$ cat src/flprx_pkg.sv
`timescale 1ns / 1ps

package flprx_pkg;

  localparam int unsigned ByteW   = 8;
  localparam int unsigned RoomW   = 12;
  localparam int unsigned StatusW = 3;
  localparam int unsigned LenW    = 11;
  localparam int unsigned CountW  = 7;

  typedef logic [ByteW-1:0]  byte_t;
  typedef logic [RoomW-1:0]  room_t;
  typedef logic [LenW-1:0]   len_t;
  typedef logic [CountW-1:0] count_t;

  // Framing symbols
  localparam byte_t SymStart = 8'h7E;  // '~'
  localparam byte_t SymLf    = 8'h0A;  // '\n'
  localparam byte_t SymCr    = 8'h0D;  // '\r'

  // Longest payload a single frame may carry
  localparam len_t MaxPayload = 11'd1024;

  typedef enum logic [StatusW-1:0] {
    ST_STORED  = 3'd0,
    ST_IGNORED = 3'd1,
    ST_DROPPED = 3'd2,
    ST_DATA    = 3'd3,
    ST_NODATA  = 3'd4,
    ST_SMALL   = 3'd5
  } status_e;

  typedef enum logic {
    FUNC_RX   = 1'b0,
    FUNC_READ = 1'b1
  } func_e;

  typedef struct packed {
    logic  func;
    byte_t rx_byte;
    room_t room;
  } item_t;

  typedef struct packed {
    status_e status;
    byte_t   data_byte;
    logic    last;
    len_t    packet_length;
    count_t  packets_ready;
  } result_t;

endpackage

$ cat src/flprx_len_queue.sv
`timescale 1ns / 1ps

module flprx_len_queue #(
  parameter int unsigned DEPTH = 64,
  localparam int unsigned AddrW = (DEPTH > 1) ? $clog2(DEPTH) : 1
) (
  input  logic               clk_i,
  input  logic               we_i,
  input  logic [AddrW-1:0]   waddr_i,
  input  flprx_pkg::len_t    wdata_i,
  input  logic [AddrW-1:0]   raddr_i,
  output flprx_pkg::len_t    head_len_o
);

  flprx_pkg::len_t mem_q [DEPTH];
  flprx_pkg::len_t head_q;

  // Prefetch the entry at the next head index; forward a push into that slot.
  always_ff @(posedge clk_i) begin
    if (we_i) begin
      mem_q[waddr_i] <= wdata_i;
    end
    if (we_i && (waddr_i == raddr_i)) begin
      head_q <= wdata_i;
    end else begin
      head_q <= mem_q[raddr_i];
    end
  end

  assign head_len_o = head_q;

endmodule

$ cat config.mk
export PLATFORM = sky130hd
export DESIGN_NAME = flprx_len_queue
export DESIGN_NICKNAME = d
export VERILOG_FILES = /design/src/flprx_pkg.sv /design/src/flprx_len_queue.sv
export SDC_FILE = /design/constraint.sdc
export NUM_CORES = 1
export LEC_CHECK = 0
export BUFFER_PORTS_ARGS = -buffer_cell sky130_fd_sc_hd__clkbuf_2
export CORE_ASPECT_RATIO = 1.25
export CORE_UTILIZATION = 30
export DETAILED_ROUTE_END_ITERATION = 10
export PLACE_DENSITY_LB_ADDON = 0.3
export SLEW_MARGIN = 15
export SYNTH_ARGS = -nofsm -noshare
export SYNTH_HDL_FRONTEND = slang
export SYNTH_SLANG_ARGS = --single-unit
$ cat constraint.sdc
create_clock -name clk_i -period 3.3 [get_ports clk_i]
set_input_delay 0.165 -clock clk_i [delete_from_list [all_inputs] [get_ports clk_i]]
set_output_delay 0.165 -clock clk_i [all_outputs]
set_load 0.05 [all_outputs]
After elaboration in Yosys (flattened, before gate mapping)
Memories as Yosys holds them, arrays and structs flattened. A register that Yosys moved wholly into a read port is not among the register bits.
Index checks and enable logic that the tools add are counted.
{ "word_totals": {"memories": 1, "wordCells": 3, "input_bits": 25, "out_inout_bits": 11, "regBits": 0, "mem_bits_rw": 704} }
{ "memory_table": {"columns": ["memory", "depth", "word_bits", "read_ports", "rd_ports_with_merged_regs", "write_ports", "line", "text"], "rows": [
  ["mem_q", 64, 11, 1, 1, 1, "flprx_len_queue.sv:15", "flprx_pkg::len_t mem_q [DEPTH];"]
]} }
{ "op_classes": {"n_mux": 2} }
{ "op_table": {"columns": ["cell", "n"], "rows": [
  ["1-bit 2-to-1 mux", 2]
]} }

Depth between registers and ports, before layout
Gate-level depths: netlist of run 1.
{ "depth": {"word_depth": 2, "ltp_mapped": 9, "ltp_nobuf": 5} }

Worst setup path after synthesis of run 1
Ideal clock, no wire load.
{ "synth_timing": {"path_type": "register to output", "startpoint": "register (tool-made name)", "endpoint": "output port head_len_o[2]", "arrival_time_ns": 2.196, "setup_slack_ns": 0.939, "path_buffers": 4, "stages_incl_launch_ff": 10, "required_time_ns": 3.135, "cell_sequence": "dfxtp_1 > buf_2 > buf_6 > buf_6 > buf_2 > mux4_2 > mux2i_1 > a21oi_1 > o21ai_0 > nand2_1"} }
{ "synth_rtl": {"columns": ["item", "line", "text"], "rows": [
  ["end: declaration", "flprx_len_queue.sv:12", "output flprx_pkg::len_t head_len_o"]
]} }

==> impl_metrics.env, run 1 <==
export IMPL_via_count=13360
export IMPL_min_path_type="in2reg"
export IMPL_largest_register="mem_q"
export IMPL_finalCritPeriodShare_pct=98.29
export IMPL_setup_violations=0
export IMPL_clockRootBuffer="clkbuf_16"
export IMPL_cpPeakStageDelay_ps=530
export IMPL_gp_congestion=0.8200
export IMPL_place_hpwl_um=43110
export IMPL_finalCriticalPeriod_ps=3244
export IMPL_startpoint_type="flip-flop"
export IMPL_h_tree_depth=3
export IMPL_drive_above_1_share_pct=28.89
export IMPL_area_delta_synth_final_pct=18.07
export IMPL_nFillCells=8371
export IMPL_worstMarginPinSlew_ps=1136
export IMPL_path_clk_slew_ps=60
export IMPL_syn_cell_area_mm2=0.02739
export IMPL_maxCapViolCount=0
export IMPL_synth_edff_count=704
export IMPL_grt_pass1_vias=13780
export IMPL_finalHoldViolCount=0
export IMPL_die_w_um=272.2
export IMPL_yosysTopAreaCellShare_pct=77.19
export IMPL_finalSetupTns_ps=0
export IMPL_slew_viol_final=0
export IMPL_first_iter_violations=1066
export IMPL_placed_cell_area_mm2=0.02990
export IMPL_row_count=123
export IMPL_criticalPathCategory="reg2out"
export IMPL_synth_seq_cells=710
export IMPL_wl_um=68180
export IMPL_critPathMaxFanout=32
export IMPL_routedWlPerCell_um=25.37
export IMPL_start_util_pct=30.37
export IMPL_min_path_cells=2
export IMPL_cts_max_path_buffers=3
export IMPL_ys_seq_area_share_pct=77.63
export IMPL_cp_arrival_ps=3080
export IMPL_path_cells="buf_12, mux4_2, mux2i_1, a32o_1, nor4_1, a31o_1, buf_12"
export IMPL_nets=1471
export IMPL_grt_overflow=0
export IMPL_largest_reg_flops=704
export IMPL_grt_antenna_before_repair=5
export IMPL_rsz0062_at_grt="false"
export IMPL_yosysMostFrequentCell="edfxtp_1"
export IMPL_postLayoutCellArea_mm2=0.03233
export IMPL_cts_sinks=710
export IMPL_synthTopCellsByCount="edfxtp_1, mux4_2, mux2i_1, nor2_1, nand2_1"
export IMPL_synth_ff_type="edfxtp_1"
export IMPL_postSynth_asyncResetShare_pct=0
export IMPL_min_to="mem_q[49][2]"
export IMPL_max_freq_ghz=0.3083
export IMPL_portBuffers=35
export IMPL_power_leakage_uw=0.01027
export IMPL_slew_headroom_pct=24.30
export IMPL_firstDrtPassIters=5
export IMPL_grt_pass1_wl_um=98490
export IMPL_syn_inst=1274
export IMPL_cts_tree="done"
export IMPL_cp_common_cell="buf_12"
export IMPL_reg_top3="mem_q x704"
export IMPL_ios=36
export IMPL_syn_avg_cell_area_um2=21.50
export IMPL_grt_max_degree=65
export IMPL_synthTopCellsByArea="edfxtp_1, mux4_2, mux2i_1"
export IMPL_p_per_area_mw_per_mm2=583.3
export IMPL_drcViolationCount=0
export IMPL_synth_fp_nets=1299
export IMPL_dieArea_mm2=0.09251
export IMPL_min_from="waddr_i[2]"
export IMPL_status="complete, no violations"
export IMPL_final_antenna_net_count=0
export IMPL_required_ps=3130
export IMPL_synth_cell_types=33
export IMPL_crit_slowest_cell="dfxtp_4"
export IMPL_endpoint_kind="primary output"
export IMPL_grtUsageTotal_pct=14.77
export IMPL_numCtsBuffers=69
export IMPL_dieHeight_um=339.8
export IMPL_vdd_drop_max_mv=0.3316
export IMPL_core_mm2=0.09018
export IMPL_synth_warnings=0
export IMPL_yosys_area_top_type="edfxtp_1"
export IMPL_via_per_inst=4.971
## cells by family after synthesis
family	count (synthesis)	share of synthesized area [%]
buffers and inverters	74	1.361
multiplexers	230	15.62
AO/OA/AOI/OAI	96	2.613
flip-flops	710	77.63
AND/OR/NAND/NOR	164	2.769
## area by class of cell
class	instances	area, um2	share of cell area (%)
Antenna cell	1	2.502	0.007739
Clock buffer	90	1869	5.781
Clock inverter	34	310.3	0.9596
Inverter	1	3.754	0.01161
Multi-Input combinational cell	490	5796	17.92
Sequential cell	710	21270	65.79
Tap cell	1187	1485	4.593
Timing Repair Buffer	174	1597	4.937
## layer usage
layer / track usage [%] / part of all wire, %
met5: 0 / 0.057
met4: 5.349 / 3.1
met3: 2.540 / 4.8
met2: 25.13 / 51
met1: 18.84 / 41
## layout by cell type (no fill, tap or decap), drive strengths merged, types with 11 or more instances in the layout
| master | n |
|---|---|
| clkinv | 27 |
| nand3 | 15 |
| mux2i | 72 |
| nor2 | 65 |
| edfxtp | 704 |
| mux4 | 158 |
| a211oi | 11 |
| a221oi | 20 |
| nor2b | 18 |
| a22oi | 11 |
| nand2 | 38 |
| clkbuf | 111 |
| o21ai | 11 |
| buf | 144 |
| o22ai | 11 |
| a21oi | 11 |
## critical path, delay by kind of cell, from the launching register on
kind	cells	cell delay, ps
AO/OA/AOI/OAI	2	700
multiplexers	2	650
flip-flops	1	530
buffers and inverters	2	440
AND/OR/NAND/NOR	1	110
## per-stage QoR
step / total power, uW / utilization [%] / cells / setup WS (ps) / hold WS, ps
final: 18860 / 35.85 / 2687 / 56.38 / 59.40
after global routing: 19420 / 35.85 / 2686 / 0.9257 / 56.29
after CTS: 19040 / 35.75 / 2684 / 10.16 / 2.317
after detailed placement: 11330 / 33.15 / 2544 / 492.6 / 270.6
after global placement: 11310 / 33.15 / 2544 / 481.5 / 274.1
after floorplan: 10760 / - / 1274 / 938.7 / 192.7
## how the worst max path moves through the flow
stage | start | end | slack (ps) | cells after the start
finish | flip-flop | head_len_o[3] | 60 | 7
global route | flip-flop | head_len_o[5] | 0.9 | 7
CTS | flip-flop | head_len_o[7] | 10 | 7
detailed placement | flip-flop | head_len_o[3] | 490 | 7
global placement | flip-flop | head_len_o[3] | 480 | 7
floorplan | flip-flop | head_len_o[2] | 940 | 9
## power by group
part	switching, uW	total (uW)	internal [uW]
Combinational	693	1140	446
Clock	3310	7710	4400
Sequential	32.1	10000	9980
Total	4030	18900	14800
## repair_timing
item,CTS,global route
gates resized for setup,3,14
cloned,0,1
hold buffers,9,0
setup endpoints to repair,10,7
hold endpoints to repair,16,0
buffers inserted,7,1
No activity file was read; power rests on OpenSTA's default activity.
==> run 2: changes to the inputs <==
--- a/constraint.sdc
+++ b/constraint.sdc
@@ -3,2 +3,2 @@
 set_output_delay 0.165 -clock clk_i [all_outputs]
-set_load 0.05 [all_outputs]
+set_load 0.1 [all_outputs]
==> impl_metrics.env, run 2 (same netlist as run 1, synthesis figures left out) <==
export IMPL_status="complete, no violations"
export IMPL_core_mm2=0.09018
export IMPL_portBuffers=35
export IMPL_dieHeight_um=339.8
export IMPL_startpoint_type="flip-flop"
export IMPL_grt_antenna_before_repair=5
export IMPL_grt_most_used_layer="met2"
export IMPL_placed_cell_area_mm2=0.02992
export IMPL_worstMarginPinSlew_ps=1126
export IMPL_vdd_drop_max_mv=0.3346
export IMPL_reg_top3="mem_q x704"
export IMPL_via_count=13390
export IMPL_rsz0062_at_grt="false"
export IMPL_max_freq_ghz=0.3107
export IMPL_h_tree_depth=3
export IMPL_finalCritPeriodShare_pct=97.52
export IMPL_largest_register="mem_q"
export IMPL_nets=1491
export IMPL_criticalPathCategory="reg2out"
export IMPL_area_delta_synth_final_pct=20.13
export IMPL_critPathMaxFanout=15
export IMPL_slew_viol_final=0
export IMPL_path_cells="buf_12, buf_16, mux4_2, nor2b_1, a211oi_2, nor4_4, buf_4, a31o_4, buf_12"
export IMPL_firstDrtPassIters=7
export IMPL_maxCapViolCount=0
export IMPL_final_common_cell="edfxtp_1"
export IMPL_fin_total_pwr_uw=19300
export IMPL_cp_arrival_ps=3050
export IMPL_antenna_cells=0
export IMPL_drcViolationCount=0
export IMPL_timing_critical_path_buf_inv=4
export IMPL_p_per_area_mw_per_mm2=586.8
export IMPL_cpPeakStageDelay_ps=520
export IMPL_min_from="wdata_i[4]"
export IMPL_path_clk_slew_ps=60
export IMPL_gp_congestion=0.7748
export IMPL_die_w_um=272.2
export IMPL_place_hpwl_um=41770
export IMPL_finalCriticalPeriod_ps=3218
export IMPL_final_cell_mix="edfxtp_1, mux4_2, buf_4"
export IMPL_via_per_inst=4.938
export IMPL_finalHoldViolCount=0
export IMPL_dieArea_mm2=0.09251
export IMPL_numCtsBuffers=71
export IMPL_final_antenna_net_count=0
export IMPL_grtUsageTotal_pct=14.74
export IMPL_wl_um=67640
export IMPL_postLayoutCellArea_mm2=0.03290
export IMPL_ios=36
export IMPL_min_path_type="in2reg"
export IMPL_first_iter_violations=1097
export IMPL_cp_common_cell="buf_12"
export IMPL_clockRootBuffer="clkbuf_16"
export IMPL_power_leakage_uw=0.01052
export IMPL_min_to="mem_q[28][4]"
export IMPL_stdcell_count=2712
export IMPL_grt_pass1_vias=13990
export IMPL_grt_pass1_wl_um=98640
export IMPL_largest_reg_flops=704
export IMPL_drive_above_1_share_pct=31.80
export IMPL_start_util_pct=30.37
export IMPL_crit_slowest_cell="mux4_2"
export IMPL_row_count=123
export IMPL_required_ps=3130
export IMPL_use_met3_pct=2.101
export IMPL_cts_sinks=710
export IMPL_dp_cells=2545
export IMPL_slew_headroom_pct=24.95
export IMPL_grtUsageMet2_pct=25.63
export IMPL_routedWlPerCell_um=24.94
export IMPL_endpoint_kind="primary output"
export IMPL_crit_family="buffers and inverters"
export IMPL_final_util_pct=36.48
export IMPL_cts_max_path_buffers=3
export IMPL_min_path_cells=1
export IMPL_setup_violations=0
export IMPL_met1_usage_pct=18.15
export IMPL_grt_overflow=0
export IMPL_cts_tree="done"
export IMPL_grt_max_degree=65
==> run 2: cell count changes in the layout (fill, tap and decap cells not counted), moves of 4 or more <==
| cell | previous run | this run |
|---|---|---|
| a211oi_1 | 8 | 2 |
| clkinvlp_4 | 1 | 5 |
| nor4_1 | 9 | 4 |
| buf_4 | 115 | 127 |
| a211oi_2 | 3 | 9 |
| buf_12 | 18 | 22 |
| clkinv_2 | 11 | 7 |
==> run 2: how the worst max path moves through the flow <==
stage	from	to	slack (ps)	cells past startpoint
final	flip-flop	head_len_o[6]	80	9
after detailed placement	flip-flop	head_len_o[6]	140	9
after global routing	flip-flop	head_len_o[10]	6	8
after global placement	flip-flop	head_len_o[6]	100	9
after CTS	flip-flop	head_len_o[5]	-50	8
after floorplan	flip-flop	head_len_o[2]	680	9
==> run 2: area by class of cell <==
class                   instances  area [um2]
clock buffers                  92        1941
clock inverters                40       360.3
fillers                      8279       57290
inverters                       1       3.754
multi-input cells             490        5954
flip-flops and latches        710       21270
well taps                    1187        1485
repair buffers                192        1882
==> run 2: per-stage QoR <==
step / worst slack (ps) / hold slack (ps) / setup TNS [ps]
finish: 81.76 / 48.01 / 0
global route: 5.801 / 50.39 / 0
CTS: -50.53 / 16.67 / -97.60
detailed placement: 136.6 / 273.1 / 0
global placement: 101.8 / 270.8 / 0
floorplan: 684.9 / 192.7 / 0
==> run 2: repair_timing <==
item                                    in CTS  in global routing
pin swaps                                    2                  2
hold endpoints to repair                     6                  0
cloned                                       4                  0
hold buffers                                 6                  0
endpoints found under the setup margin      11                  9
gates resized for setup                     38                 16
setup buffers                                8                 16
==> run 2: layer usage <==
layer | part of all wire, % | wire, um | vias up
met3 | 3.8 | 2590 | 106
li1 | - | - | 5740
met1 | 41 | 27780 | 7256
met2 | 51 | 34710 | 283
met5 | 0.075 | 51 | -
met4 | 3.7 | 2500 | 8
==> run 2: report_power, final <==
part / switching [uW] / internal, uW
combinational: 782 / 505
sequential: 26.5 / 9980
clock: 3370 / 4640
