<file path="src/flprx_pkg.sv">
`timescale 1ns / 1ps

package flprx_pkg;

  localparam int unsigned ByteW   = 8;
  localparam int unsigned RoomW   = 12;
  localparam int unsigned StatusW = 3;
  localparam int unsigned LenW    = 11;
  localparam int unsigned CountW  = 7;

  typedef logic [ByteW-1:0]  byte_t;
  typedef logic [RoomW-1:0]  room_t;
  typedef logic [LenW-1:0]   len_t;
  typedef logic [CountW-1:0] count_t;

  // Framing symbols
  localparam byte_t SymStart = 8'h7E;  // '~'
  localparam byte_t SymLf    = 8'h0A;  // '\n'
  localparam byte_t SymCr    = 8'h0D;  // '\r'

  // Longest payload a single frame may carry
  localparam len_t MaxPayload = 11'd1024;

  typedef enum logic [StatusW-1:0] {
    ST_STORED  = 3'd0,
    ST_IGNORED = 3'd1,
    ST_DROPPED = 3'd2,
    ST_DATA    = 3'd3,
    ST_NODATA  = 3'd4,
    ST_SMALL   = 3'd5
  } status_e;

  typedef enum logic {
    FUNC_RX   = 1'b0,
    FUNC_READ = 1'b1
  } func_e;

  typedef struct packed {
    logic  func;
    byte_t rx_byte;
    room_t room;
  } item_t;

  typedef struct packed {
    status_e status;
    byte_t   data_byte;
    logic    last;
    len_t    packet_length;
    count_t  packets_ready;
  } result_t;

endpackage

</file>
<file path="src/flprx_ctrl.sv">
`timescale 1ns / 1ps

module flprx_ctrl #(
  parameter int unsigned STORE_DEPTH = 1024,
  parameter int unsigned MAX_PACKETS = 64,
  localparam int unsigned PtrW  = $clog2(STORE_DEPTH),
  localparam int unsigned FillW = $clog2(STORE_DEPTH + 1),
  localparam int unsigned QIdxW = (MAX_PACKETS > 1) ? $clog2(MAX_PACKETS) : 1,
  localparam int unsigned CntW  = $clog2(MAX_PACKETS + 1),
  localparam int unsigned RollW = ((FillW > flprx_pkg::LenW) ? FillW : flprx_pkg::LenW) + 1
) (
  input  logic                clk_i,
  input  logic                rst_ni,
  input  logic                adv_i,
  input  flprx_pkg::item_t    item_i,
  output flprx_pkg::result_t  res_o,
  output logic                take_o,
  output logic                st_we_o,
  output logic [PtrW-1:0]     st_waddr_o,
  output flprx_pkg::byte_t    st_wdata_o,
  output logic [PtrW-1:0]     st_raddr_o,
  output logic                lq_we_o,
  output logic [QIdxW-1:0]    lq_waddr_o,
  output flprx_pkg::len_t     lq_wdata_o,
  output logic [QIdxW-1:0]    lq_raddr_o,
  input  flprx_pkg::len_t     lq_head_len_i
);

  logic [PtrW-1:0]   wp_q, wp_d, rp_q, rp_d, wp_inc, rp_inc, wp_back;
  logic [FillW-1:0]  fill_q, fill_d;
  logic              inside_q, inside_d;
  flprx_pkg::len_t   open_q, open_d, off_q, off_d, off_next, head_len;
  logic [QIdxW-1:0]  head_q, head_d, head_inc;
  logic [CntW-1:0]   cnt_q, cnt_d;
  logic [QIdxW:0]    tail_raw, tail_wrap;
  logic [RollW-1:0]  roll, roll_wrap;
  logic              is_end, store_full, q_full, st_we, lq_we, take;

  // Index arithmetic with wrap for any depth
  always_comb begin
    wp_inc   = (wp_q == PtrW'(STORE_DEPTH - 1)) ? '0 : wp_q + 1'b1;
    rp_inc   = (rp_q == PtrW'(STORE_DEPTH - 1)) ? '0 : rp_q + 1'b1;
    head_inc = (head_q == QIdxW'(MAX_PACKETS - 1)) ? '0 : head_q + 1'b1;

    tail_raw  = {1'b0, head_q} + {1'b0, cnt_q[QIdxW-1:0]};
    tail_wrap = tail_raw - (QIdxW + 1)'(MAX_PACKETS);

    roll      = RollW'(wp_q) - RollW'(open_q);
    roll_wrap = roll + RollW'(STORE_DEPTH);
    wp_back   = roll[RollW-1] ? roll_wrap[PtrW-1:0] : roll[PtrW-1:0];
  end

  assign head_len   = (cnt_q == '0) ? '0 : lq_head_len_i;
  assign is_end     = (item_i.rx_byte == flprx_pkg::SymLf) ||
                      (item_i.rx_byte == flprx_pkg::SymCr);
  assign store_full = (fill_q == FillW'(STORE_DEPTH));
  assign q_full     = (cnt_q == CntW'(MAX_PACKETS));

  always_comb begin
    wp_d     = wp_q;
    rp_d     = rp_q;
    fill_d   = fill_q;
    inside_d = inside_q;
    open_d   = open_q;
    off_d    = off_q;
    head_d   = head_q;
    cnt_d    = cnt_q;
    st_we    = 1'b0;
    lq_we    = 1'b0;
    take     = 1'b0;
    off_next = off_q;

    res_o.status        = flprx_pkg::ST_STORED;
    res_o.data_byte     = '0;
    res_o.last          = 1'b0;
    res_o.packet_length = head_len;

    unique case (flprx_pkg::func_e'(item_i.func))
      flprx_pkg::FUNC_RX: begin
        priority if (!inside_q) begin
          if (item_i.rx_byte == flprx_pkg::SymStart) begin
            inside_d = 1'b1;
            open_d   = '0;
          end else begin
            res_o.status = flprx_pkg::ST_IGNORED;
          end
        end else if (is_end) begin
          inside_d = 1'b0;
          open_d   = '0;
          if (q_full) begin
            // Discard the open frame and give its bytes back
            wp_d         = wp_back;
            fill_d       = fill_q - FillW'(open_q);
            res_o.status = flprx_pkg::ST_DROPPED;
          end else begin
            lq_we = 1'b1;
            cnt_d = cnt_q + 1'b1;
            if (cnt_q == '0) begin
              res_o.packet_length = open_q;
            end
          end
        end else if (store_full || (open_q >= flprx_pkg::MaxPayload)) begin
          res_o.status = flprx_pkg::ST_DROPPED;
        end else begin
          st_we  = 1'b1;
          wp_d   = wp_inc;
          fill_d = fill_q + 1'b1;
          open_d = open_q + 1'b1;
        end
      end
      flprx_pkg::FUNC_READ: begin
        priority if (cnt_q == '0) begin
          res_o.status = flprx_pkg::ST_NODATA;
        end else if ((off_q == '0) &&
                     ({1'b0, head_len} >= item_i.room)) begin
          res_o.status = flprx_pkg::ST_SMALL;
        end else begin
          res_o.status = flprx_pkg::ST_DATA;
          take         = (off_q < head_len) && (fill_q != '0);
          if (take) begin
            rp_d     = rp_inc;
            fill_d   = fill_q - 1'b1;
            off_next = off_q + 1'b1;
          end
          if (off_next >= head_len) begin
            res_o.last = 1'b1;
            off_d      = '0;
            head_d     = head_inc;
            cnt_d      = cnt_q - 1'b1;
          end else begin
            off_d = off_next;
          end
        end
      end
      default: begin
        res_o.status = flprx_pkg::ST_IGNORED;
      end
    endcase

    res_o.packets_ready = flprx_pkg::count_t'(cnt_d);
  end

  assign take_o     = take;
  assign st_we_o    = adv_i && st_we;
  assign st_waddr_o = wp_q;
  assign st_wdata_o = item_i.rx_byte;
  assign st_raddr_o = rp_q;
  assign lq_we_o    = adv_i && lq_we;
  assign lq_waddr_o = (tail_raw >= (QIdxW + 1)'(MAX_PACKETS)) ? tail_wrap[QIdxW-1:0]
                                                              : tail_raw[QIdxW-1:0];
  assign lq_wdata_o = open_q;
  // Head index after this beat; the queue prefetches that entry.
  assign lq_raddr_o = adv_i ? head_d : head_q;

  always_ff @(posedge clk_i or negedge rst_ni) begin
    if (!rst_ni) begin
      wp_q     <= '0;
      rp_q     <= '0;
      fill_q   <= '0;
      inside_q <= 1'b0;
      open_q   <= '0;
      off_q    <= '0;
      head_q   <= '0;
      cnt_q    <= '0;
    end else if (adv_i) begin
      wp_q     <= wp_d;
      rp_q     <= rp_d;
      fill_q   <= fill_d;
      inside_q <= inside_d;
      open_q   <= open_d;
      off_q    <= off_d;
      head_q   <= head_d;
      cnt_q    <= cnt_d;
    end
  end

endmodule

</file>
<file path="config.mk">
export PLATFORM = sky130hd
export DESIGN_NAME = flprx_ctrl
export DESIGN_NICKNAME = d
export VERILOG_FILES = /design/src/flprx_pkg.sv /design/src/flprx_ctrl.sv
export SDC_FILE = /design/constraint.sdc
export NUM_CORES = 1
export LEC_CHECK = 0
export BUFFER_PORTS_ARGS = -buffer_cell sky130_fd_sc_hd__buf_2
export CORE_ASPECT_RATIO = 0.75
export CORE_UTILIZATION = 40
export CTS_CLUSTER_SIZE = 10
export DETAILED_ROUTE_END_ITERATION = 10
export GPL_TIMING_DRIVEN = 0
export HOLD_SLACK_MARGIN = 0.08
export PLACE_DENSITY_LB_ADDON = 0.25
export SYNTH_ARGS = -nofsm -noshare
export SYNTH_HDL_FRONTEND = slang
export SYNTH_SLANG_ARGS = --single-unit
</file>
<file path="constraint.sdc">
create_clock -name clk_i -period 7.98 [get_ports clk_i]
set_clock_uncertainty 0.05 [all_clocks]
set_input_delay 1.197 -clock clk_i [delete_from_list [all_inputs] [get_ports clk_i]]
set_output_delay 1.197 -clock clk_i [all_outputs]
set_load 0.005 [all_outputs]
</file>
Word level (Yosys, flattened, before mapping)
Index checks and enable logic that the tools add are counted.
{"block": "word_totals", "reg_bits": 67, "word_cells": 132}
{"block": "op_classes", "add_sub_neg": 14, "order_cmp": 5, "n_eq_ne": 17, "muxes": 69, "n_bitwise": 3, "n_reduce_logical": 16}
{"operator": "11-bit two-way mux", "n": 22}
{"operator": "10-bit two-way mux", "n": 6}
{"operator": "6-bit two-way mux", "n": 7}
{"operator": "7-bit two-way mux", "n": 6}
{"operator": "11-bit by 1-bit adder with 11-bit output (second input constant)", "n": 3}
{"operator": "10-bit by 1-bit adder with 10-bit output (second input constant)", "n": 3}
{"operator": "11-bit one-hot mux with 2 select lines", "n": 1}
{"operator": "10-bit equality test (second input constant)", "n": 2}
{"operator": "1-bit two-way mux", "n": 19}
{"operator": "8-bit by 4-bit equality test with 1-bit output (second input constant)", "n": 2}
{"operator": "7-bit one-hot mux with 2 select lines", "n": 1}
{"operator": "11-bit by 12-bit >= comparator with 1-bit output", "n": 1}
{"operator": "3-bit two-way mux", "n": 4}
{"operator": "10-bit by 11-bit subtractor with 12-bit output", "n": 1}
{"operator": "11-bit equality test (second input constant)", "n": 1}
{"operator": "11-bit >= comparator", "n": 1}
{"operator": "11-bit >= comparator (second input constant)", "n": 1}
{"operator": "11-bit logical NOT", "n": 1}
{"operator": "11-bit < comparator", "n": 1}
{"operator": "11-bit nonzero test", "n": 1}
{"operator": "11-bit by 1-bit subtractor with 11-bit output (second input constant)", "n": 1}
{"operator": "11-bit subtractor", "n": 1}
{"operator": "5-bit AND reduction", "n": 2}
{"operator": "3-bit != test (second input constant)", "n": 3}
{"operator": "other kinds (21)", "n": 33}

Longest topological paths before layout
Gate-level depths: netlist of the first run.
{"block": "depth", "ltp_word": 14, "depth_mapped": 24}

Least setup slack after synthesis of the first run
No wires, ideal clock.
{"block": "synth_path", "path_type": "register to output", "start": "register cnt_q[1]", "end": "output res_o[2] (netlist bit)", "arrival_ns": 5.191, "required_time_ns": 6.733, "setup_slack_ns": 1.542, "stages_incl_launch_ff": 23, "n_path_buf": 2, "cell_sequence": "dfrtp_1 > inv_1 > ha_1 > nor3b_4 > nand3_1 > clkbuf_1 > nand2_1 > ha_1 > and3_1 > nand4_1 > o211ai_1 > a211oi_4 > and2_1 > nand2_1 > xnor2_1 > ha_1 > a2111oi_0 > o221ai_1 > a41o_1 > clkbuf_1 > nand3_1 > nor2_1 > mux4_2"}
{"element": "start, declared", "line": "flprx_ctrl.sv:34", "source": "logic [CntW-1:0] cnt_q, cnt_d;"}
{"element": "start signal, assigned", "line": "flprx_ctrl.sv:173", "source": "cnt_q <= cnt_d;"}
{"element": "end, declared", "line": "flprx_ctrl.sv:16", "source": "output flprx_pkg::result_t res_o,"}

==> results of run 1 <==
state kept, by name, summed over array words and instances (netlist names):
signal / cells
cnt_q: 7
head_q: 6
lq_wdata_o: 11
st_raddr_o: 10
fill_q: 11
off_q: 11
inside_q: 1
st_waddr_o: 10
synth_stat cells, drive strengths merged (14+ instances only):
cell,number
clkbuf,15
and3,15
nand3,32
a21oi,32
a31oi,17
nor2,53
ha,64
nand2,80
o21ai,58
nor3,14
buf,25
inv,59
dfrtp,67
xnor2,36
worst min-delay path by stage:
stage / endpoint / depth (start not counted)
after CTS: st_raddr_o[8] / 1
after floorplan: fill_q[10] / 1
after detailed placement: st_raddr_o[8] / 1
after global placement: fill_q[10] / 1
after global routing: st_raddr_o[8] / 1
final: st_raddr_o[8] / 1
metal layers:
layer | vias to the layer above | track usage, %
met3 | 11 | 4.61
li1 | 2976 | -
met2 | 208 | 31.5
met1 | 2834 | 35.9
met4 | 0 | 3.85
met5 | - | 0
worst register-to-register path: stages, from the launching register on:
cell	delay (ns)
dfrtp_1	0.48
inv_1	0.19
ha_1	0.21
nor3b_4	0.38
nand3_4	0.22
clkbuf_2	0.26
nand2_1	0.21
ha_1	0.28
and3_1	0.27
nand4_1	0.16
a211oi_2	0.07
a211oi_4	0.31
and2_1	0.27
nand2_1	0.12
xnor2_1	0.14
ha_1	0.32
a2111oi_1	0.46
o221ai_1	0.25
a41oi_2	0.50
nand4_1	0.51
o31ai_1	0.39
metrics by stage:
| step | area [um^2] | hold slack, ns | power, W | utilization (%) | setup WS, ns |
|---|---|---|---|---|---|
| after detailed placement | 7190 | 0.432 | 0.00149 | 46.9 | 0.155 |
| after CTS | 7530 | 0.445 | 0.00193 | 49.2 | 0.195 |
| final | 7540 | 0.442 | 0.00193 | 49.2 | 0.356 |
| after global placement | 7160 | 0.434 | 0.00148 | 46.7 | 0.119 |
| after global routing | 7540 | 0.463 | 0.00209 | 49.2 | 0.0389 |
| after floorplan | 6350 | 0.412 | 0.00122 | - | 1.54 |
what timing repair did:
item | in CTS | in global routing
gates resized for setup | 1 | 6
pin swaps | 1 | 1
endpoints found under the hold margin | 0 | 0
buffers inserted | 3 | 0
endpoints found under the setup margin | 6 | 12
cells by family (layout without fill, tap and decap cells):
| logic type | Yosys count | count (layout) | share of synthesized area (%) |
|---|---|---|---|
| compound gates | 190 | 190 | 20.8 |
| simple gates | 262 | 262 | 21.5 |
| mux | 17 | 17 | 3.44 |
| buf+inv | 101 | 230 | 7.49 |
| xor+xnor | 48 | 48 | 6.64 |
| other cells | 1 | 8 | 0.0593 |
| flops | 67 | 67 | 26.5 |
| fa+ha+maj | 67 | 67 | 13.6 |
power breakdown:
group	total [W]	internal (W)	leakage (nW)	switching (W)
clock network	0.000423	0.000266	0.155	0.000157
registers	0.000572	0.000431	0.829	0.000140
logic	0.000936	0.000446	2.67	0.000490
area by class of cell:
class / instances / area [um^2]
Buffer: 39 / 244
Clock buffer: 12 / 267
Clock inverter: 4 / 47.5
Fill cell: 1554 / 7780
Inverter: 61 / 229
Multi-Input combinational cell: 592 / 4220
Sequential cell: 67 / 1680
Tap cell: 205 / 256
Timing Repair Buffer: 114 / 603
==> metrics, run 1 <==
status=complete, no violations; commonest non-fill, non-tap cell in the layout=buf_2; clk sinks=67; Hold Crit Start=st_raddr_o[8]; Most common cell on crit path=ha_1; Residual DRC=0; Die Wd=147 um; Clock Latency Late Sink=0.35 ns; Synth top area share=26.5%; synth unique cells=81; Layout Cells excl Fill=1094; max-slew violation count=0; PD cells=256 nW/um^2; delay-heaviest family, CP=simple AND/OR/NAND/NOR gates; Worst Setup End Kind=output pin; initial antenna violation count=0; CP Class=reg -> out; worst-case clock buffer depth=2; ant diodes=0; share of layout cells above drive strength 1=20.7%; Mapped Avg Cell Area=8.40 um^2; total wire length=18100 um; largest net degree at the start of global routing=42; Worst-Margin Slew=0.719 ns; MaxCap Viol Count=0; Synth area leader=dfrtp_1; Worst Hold Class=reg -> reg; top layer in use=met4; worst reg2reg path depth=20; peak supply drop=0.109 mV; number of synthesized flops with an enable pin=0; Worst path depth=23; DR vias/cell=5.51; Initial DRT Pass Iterations=5; DRT met1 WL=9210 um; FF-to-FF Start=cnt_q[1]; critical-path cell list=inv_1 > ha_1 > nor3b_4 > nand3_4 > clkbuf_2 > nand2_1 > ha_1 > and3_1 > nand4_1 > a211oi_2 > a211oi_4 > and2_1 > nand2_1 > xnor2_1 > ha_1 > a2111oi_1 > o221ai_1 > a41o_1 > clkbuf_1 > nand3_1 > nor2_1 > mux4_2 > buf_2; largest stage delay on the critical path=0.48 ns; fraction of registers with async set/reset=100%; Root Driver=clkbuf_16; remaining global-route overflow=0; Period minus WS final=7.62 ns; cts hold-fix bufs=0; Post-Syn Instances=753; Seq/Total Area, Yosys=26.5%; final hold violation count=0; ys flop type=dfrtp_1; fmax=0.131 GHz; cts bufs inserted=9; RD Place Congestion=0.875; vias in the first global route=5489; r2r setup slk=1.80 ns; Mapped Area=6330 um^2; HPWL Detailed=13800 um; clock slew at reported path FFs=0.06 ns; Required @ worst endpoint=6.73 ns; Area Overhead vs Synth=19.2%; Leakage Power=3.66 nW; Die Y=111 um; setup violators final=0; commonest non-fill, non-tap cells in the layout=113 x buf_2, 80 x nand2_1, 67 x dfrtp_1; All-Layer GR Usage=22.8%; CP max FO=10; Slowest cell on crit path=dfrtp_1; Area contributors post-synth=dfrtp_1 26%, ha_1 13%, xnor2_1 5.0%; core area=15300 um^2; WP buf/inv=4; RSZ-0062 raised after global routing=false; crit path to=res_o[2]; Ys Warns=0; I/O pins=119; met2 routed WL=7390 um; Setup Total Neg Slack=0 ns; worst r2r dst=off_q[6]; initial DRC count=419; part of the cycle the worst path needs=95.5%; CTS tree=done; die area=16300 um^2; met3 wire len=1400 um; Placed Instances=1076; H-tree Lvls=3; critical path arrival=6.38 ns; crit start category=flop; initial cell density of the core=41.3%; Buffers on Ports=110; first-pass GRT wire length=29600 um; Worst Setup SP=cnt_q[1]; number of routed nets with antenna violations=0; vias=6029; nets@finish=986; # rows=39; #FFs+latches synth=67; DR WL/cell=16.6 um; worst rel slew slack=51.9%
Note: power is estimated with default switching activity, not from simulation.
==> inputs of run 2 (changes only) <==
- SLEW_MARGIN: unset -> 20
- clock period: 7.98 -> 7.7 ns (I/O delays scaled with it)
==> metrics, run 2 (same netlist as run 1, synthesis figures left out) <==
RD Place Congestion=0.875 (unchanged); vias=6043 (+0.23%); commonest non-fill, non-tap cell in the layout=buf_2; initial cell density of the core=41.3% (unchanged); fin worst setup slack=0.317 ns (-0.0394 ns); share of layout cells above drive strength 1=21.0% (+0.31 points); number of routed nets with antenna violations=0 (unchanged); peak supply drop=0.113 mV (+3.3%); HPWL Detailed=13800 um (unchanged); vias in the first global route=5489 (unchanged); I/O pins=119 (unchanged); final hold violation count=0 (unchanged); worst-case clock buffer depth=2 (unchanged); Residual DRC=0 (unchanged); H-tree Lvls=3 (unchanged); pre-CTS WS=-0.0827 ns (-0.238 ns); Area Overhead vs Synth=19.4%; Required @ worst endpoint=6.49 ns (-0.24 ns); Final Cell Area=7550 um^2 (+0.18%); critical-path cell list=inv_1 > ha_1 > nor3b_4 > nand3_4 > buf_2 > nand2_1 > ha_1 > and3_1 > nand4_1 > a211oi_2 > a211oi_4 > and2_2 > nand2_1 > xnor2_1 > ha_1 > a2111oi_2 > o221ai_1 > a41o_1 > clkbuf_1 > nand3_1 > nor2_1 > mux4_2 > buf_2; clk sinks=67 (unchanged); total wire length=18100 um (unchanged); clock slew at reported path FFs=0.06 ns (about the same); Most common cell on crit path=ha_1; CP Class=reg -> out; critical path arrival=6.18 ns (-0.20 ns); fmax=0.135 GHz; cts bufs inserted=9 (unchanged); Die Wd=147 um (unchanged); DR WL/cell=16.5 um (about the same); ant diodes=0 (unchanged); max-slew violation count=0 (unchanged); Slowest cell on crit path=dfrtp_1; initial DRC count=415 (-0.95%); crit start category=flop; CTS tree=done; CP max FO=10 (unchanged); Die Y=111 um (unchanged); core area=15300 um^2 (unchanged); status=complete, no violations; Initial DRT Pass Iterations=5 (unchanged); worst rel slew slack=52.5% (+0.60 points); All-Layer GR Usage=22.8% (unchanged); Leakage Power=3.66 nW (+0.18%); largest net degree at the start of global routing=42 (unchanged); largest stage delay on the critical path=0.49 ns (about the same); die area=16300 um^2 (unchanged); Root Driver=clkbuf_16; first-pass GRT wire length=29600 um (unchanged); initial antenna violation count=0 (unchanged); Clock Latency Late Sink=0.35 ns (about the same); FF-to-FF Start=cnt_q[1]; WP buf/inv=4 (unchanged); remaining global-route overflow=0 (unchanged); Post-Route Utilization=49.3% (+0.090 points); delay-heaviest family, CP=simple AND/OR/NAND/NOR gates; DR vias/cell=5.52 (+0.14%); Buffers on Ports=110 (unchanged); nets@finish=987 (+0.10%); area of placed instances=7190 um^2 (unchanged); Worst Setup End Kind=output pin; Worst Setup SP=cnt_q[1]; setup violators final=0 (unchanged); part of the cycle the worst path needs=95.9%; Worst-Margin Slew=0.710 ns (-0.00903 ns); Worst Hold Class=reg -> reg; MaxCap Viol Count=0 (unchanged); commonest non-fill, non-tap cells in the layout=114 x buf_2, 80 x nand2_1, 67 x dfrtp_1; RSZ-0062 raised after global routing=false; Hold Crit Start=st_raddr_o[8]; # rows=39 (unchanged); Period minus WS final=7.38 ns; PD cells=265 nW/um^2 (+3.5%)
==> run 2: cell count changes in the layout (fill, tap and decap cells not counted), sizes merged <==
cell,delta
buf,+2
clkbuf,-1
==> run 2: final timing paths <==
kind                       cells after the start  slack (ns)            end
setup / recovery                              23        0.32       res_o[2]
hold / removal                                 1        0.44  st_raddr_o[8]
setup reg to reg                              20        1.72       off_q[6]
hold reg to reg                                1        0.44  st_raddr_o[8]
max in group asynchronous                      2        6.35       cnt_q[4]
min in group asynchronous                      1        0.69      fill_q[8]
==> run 2: final cells by class <==
class | instances | area, um^2
fillers | 1549 | 7770
multi-input cells | 592 | 4220
flip-flops and latches | 67 | 1680
repair buffers | 115 | 611
clock buffers | 12 | 267
well taps | 205 | 256
plain buffers | 39 | 244
inverters | 61 | 229
clock inverters | 4 | 47.5
==> run 2: through the flow <==
stage | hold slack [ns] | cells | TNS, ns | power (W)
after floorplan | 0.412 | 760 | 0 | 0.00126
after global placement | 0.434 | 1075 | -0.203 | 0.00153
after detailed placement | 0.432 | 1076 | -0.0924 | 0.00155
after CTS | 0.445 | 1095 | 0 | 0.00200
after global routing | 0.463 | 1095 | 0 | 0.00217
final | 0.442 | 1095 | 0 | 0.00200
==> run 2: what timing repair did <==
action / in CTS / in global routing
gates resized for setup: 2 / 7
hold buffers: 0 / 0
pin swaps: 1 / 1
buffers inserted: 3 / 1
setup endpoints to repair: 13 / 13
==> run 2: worst reg2reg max path: cells and delay by family (launching register included) <==
kind	cells	cell delay (ns)
xor gates and xnor gates	1	0.14
adders and majority gates	3	0.81
DFF	1	0.49
buffers and inverters	2	0.45
and+or+nand+nor	8	2.03
AOI/OAI and AO/OA	6	1.90
==> run 2: metal layers <==
metal | part of all wire (%) | up-vias | wire [um] | track usage (%)
li1 | - | 2979 | - | -
met1 | 51 | 2835 | 9290 | 35.9
met2 | 41 | 220 | 7390 | 31.5
met3 | 7.3 | 9 | 1330 | 4.61
met4 | 0.62 | 0 | 113 | 3.85
met5 | 0 | - | 0 | 0
==> run 2: where the power goes <==
group	internal, W	switching (W)	leakage [nW]
Sequential	0.000447	0.000145	0.829
Clock	0.000276	0.000163	0.155
Combinational	0.000462	0.000508	2.68
Total	0.00119	0.000817	3.66
==> inputs of run 3 (changes only) <==
- ABC_AREA: unset -> 1
- BUFFER_PORTS_ARGS: -buffer_cell sky130_fd_sc_hd__buf_2 -> -buffer_cell sky130_fd_sc_hd__buf_4
==> metrics, run 3 <==
Residual DRC=0 (unchanged); Initial DRT Pass Iterations=5 (unchanged); final hold violation count=0 (unchanged); initial antenna violation count=0 (unchanged); Slowest cell on crit path=dfrtp_1; die area=17700 um^2 (+8.5%); nets@finish=1255 (+27%); total wire length=20300 um (+12%); # rows=41 (+5.1%); Worst-Margin Slew=0.929 ns (+0.219 ns); Setup Total Neg Slack=0 ns (unchanged); Most common cell on crit path=nand2_1; commonest non-fill, non-tap cells in the layout=301 x nand2_1, 139 x inv_1, 128 x buf_4; Worst Hold Class=reg -> reg; Clk pwr share=14.5% (-7.4 points); Die Wd=153 um (+4.2%); peak supply drop=0.181 mV (+60%); HPWL Detailed=15800 um (+14%); Post-Syn Instances=1026 (+36%); Final Power=0.00342 W (+71%); DR vias/cell=5.13 (-7.1%); Post-Route Utilization=49.5% (+0.22 points); initial DRC count=513 (+24%); commonest non-fill, non-tap cell in the layout=nand2_1; CP max FO=10 (unchanged); Root Driver=clkbuf_16; ys flop type=dfrtp_1; RSZ-0062 raised after global routing=false; Final Cell Area=8330 um^2 (+10%); clock slew at reported path FFs=0.06 ns (about the same); synth unique cells=46 (-43%); Required @ worst endpoint=6.49 ns (about the same); core area=16800 um^2 (+9.8%); Sw Share=49.9% (+9.1 points); number of synthesized flops with an enable pin=0 (unchanged); #FFs+latches synth=67 (unchanged); vias=7043 (+17%); fraction of registers with async set/reset=100% (unchanged); ant diodes=0 (unchanged); Leakage Power=4.47 nW (+22%); worst rel slew slack=38.1% (-14 points); largest net degree at the start of global routing=68 (+62%); area of placed instances=7990 um^2 (+11%); max-slew violation count=0 (unchanged); Worst Setup End Kind=output pin; fillcell total=1745 (+13%); H-tree Lvls=3 (unchanged); switching power=0.00170 W (+110%); All-Layer GR Usage=23.7% (+0.90 points); count leader, synth=nand2_1; setup violators final=0 (unchanged); cts hold-fix bufs=0 (unchanged); Worst Setup SP=cnt_q[0]; I/O pins=119 (unchanged); PD cells=410 nW/um^2 (+55%); setup bufs post-CTS=0 (-3); Area Overhead vs Synth=21.2%; status=complete, no violations; number of routed nets with antenna violations=0 (unchanged); clk sinks=67 (unchanged); Buffers on Ports=109 (-0.91%); critical path arrival=5.87 ns (-0.31 ns); Period minus WS final=7.07 ns (-0.313 ns); first-pass GRT wire length=32800 um (+11%); FF-to-FF Start=cnt_q[0]; Ys Warns=0 (unchanged); Synth area leader=dfrtp_1; Die Y=116 um (+4.2%); P_int=0.00171 W (+44%); register area=1680 um^2 (unchanged); remaining global-route overflow=0 (unchanged); Area contributors post-synth=dfrtp_1 24%, nand2_1 16%, ha_1 12%; MaxCap Viol Count=0 (unchanged); initial cell density of the core=40.9% (-0.44 points); vias in the first global route=6426 (+17%); Synth top area share=24.4% (-2.1 points); part of the cycle the worst path needs=91.8% (-4.1 points); multi-input combinational cell area=4390 um^2 (+4.1%); cts bufs inserted=9 (unchanged); commonest cells in the netlist=301 x nand2_1, 139 x inv_1, 78 x o21ai_0; crit start category=flop; Min Hold Slack=0.428 ns (-0.0138 ns); post-CTS sizing=0 (-2); CP Class=reg -> out; DR WL/cell=14.8 um (-11%); fmax=0.141 GHz (+4.4%); Mapped Area=6870 um^2 (+8.6%); worst-case clock buffer depth=2 (unchanged); CTS tree=done; share of layout cells above drive strength 1=16.8% (-4.2 points); largest stage delay on the critical path=0.48 ns (about the same); RD Place Congestion=0.907 (+3.8%); Mapped Avg Cell Area=6.70 um^2 (-20%); Flop pwr share=19.4% (-10 points); Seq/Total Area, Yosys=24.4% (-2.1 points); Hold Crit Start=fill_q[0]; Clock Latency Late Sink=0.35 ns (about the same); Comb pwr share=66.1% (+18 points)
run 3: stage by stage:
step                worst slack [ns]  instances
floorplan                       2.32       1033
global placement                1.19       1357
detailed placement              1.10       1357
CTS                            0.709       1373
global route                  0.0391       1373
finish                         0.630       1373
run 3: logic make-up after synthesis:
| family | share of synthesized area, % |
|---|---|
| simple gates | 32.9 |
| fa+ha+maj | 12.5 |
| xor+xnor | 5.99 |
| other cells | 0.0546 |
| compound gates | 11.9 |
| mux | 0.146 |
| buf+inv | 12.1 |
| flops | 24.4 |
run 3: final timing paths:
kind	to	cells past startpoint	slack (ns)
worst max-delay path	lq_raddr_o[2]	27	0.63
worst min-delay path	fill_q[0]	2	0.43
worst max register to register	off_q[0]	24	2.17
worst min register to register	fill_q[0]	2	0.43
max in group asynchronous	cnt_q[4]	1	6.10
min in group asynchronous	fill_q[6]	1	0.90
run 3: worst max-delay path: cells and delay by family (launching register included):
kind,cells,cell delay [ns]
AOI/OAI and AO/OA,4,0.77
xor gates and xnor gates,1,0.19
buffers and inverters,7,1.43
and+or+nand+nor,12,1.66
DFF,1,0.48
adders and majority gates,3,0.99
run 3: cell type report:
| class | instances | area share, % |
|---|---|---|
| Buffer | 43 | 3.23 |
| Clock buffer | 12 | 2.96 |
| Clock inverter | 4 | 1.17 |
| Inverter | 149 | 6.73 |
| Multi-Input combinational cell | 774 | 52.7 |
| Sequential cell | 67 | 20.1 |
| Tap cell | 215 | 3.23 |
| Timing Repair Buffer | 109 | 9.82 |
run 3: power by group through the flow:
| stage | registers (W) | clock network, W | logic (W) |
|---|---|---|---|
| 2_1_floorplan | 0.000619 | 0 | 0.00153 |
| 3_3_place_gp | 0.000662 | 0 | 0.00220 |
| 3_5_place_dp | 0.000663 | 0 | 0.00224 |
| 4_1_cts | 0.000659 | 0.000501 | 0.00225 |
| 5_1_grt | 0.000685 | 0.000514 | 0.00257 |
| 6_report | 0.000662 | 0.000496 | 0.00226 |
run 3: routing by layer:
| metal | vias up | share of wire (%) | global-route usage (%) |
|---|---|---|---|
| met3 | 26 | 7.1 | 5.72 |
| met4 | 0 | 1.7 | 7.07 |
| met5 | - | 0 | 0 |
| met1 | 3223 | 50 | 34.0 |
| met2 | 226 | 41 | 35.0 |
| li1 | 3568 | - | - |
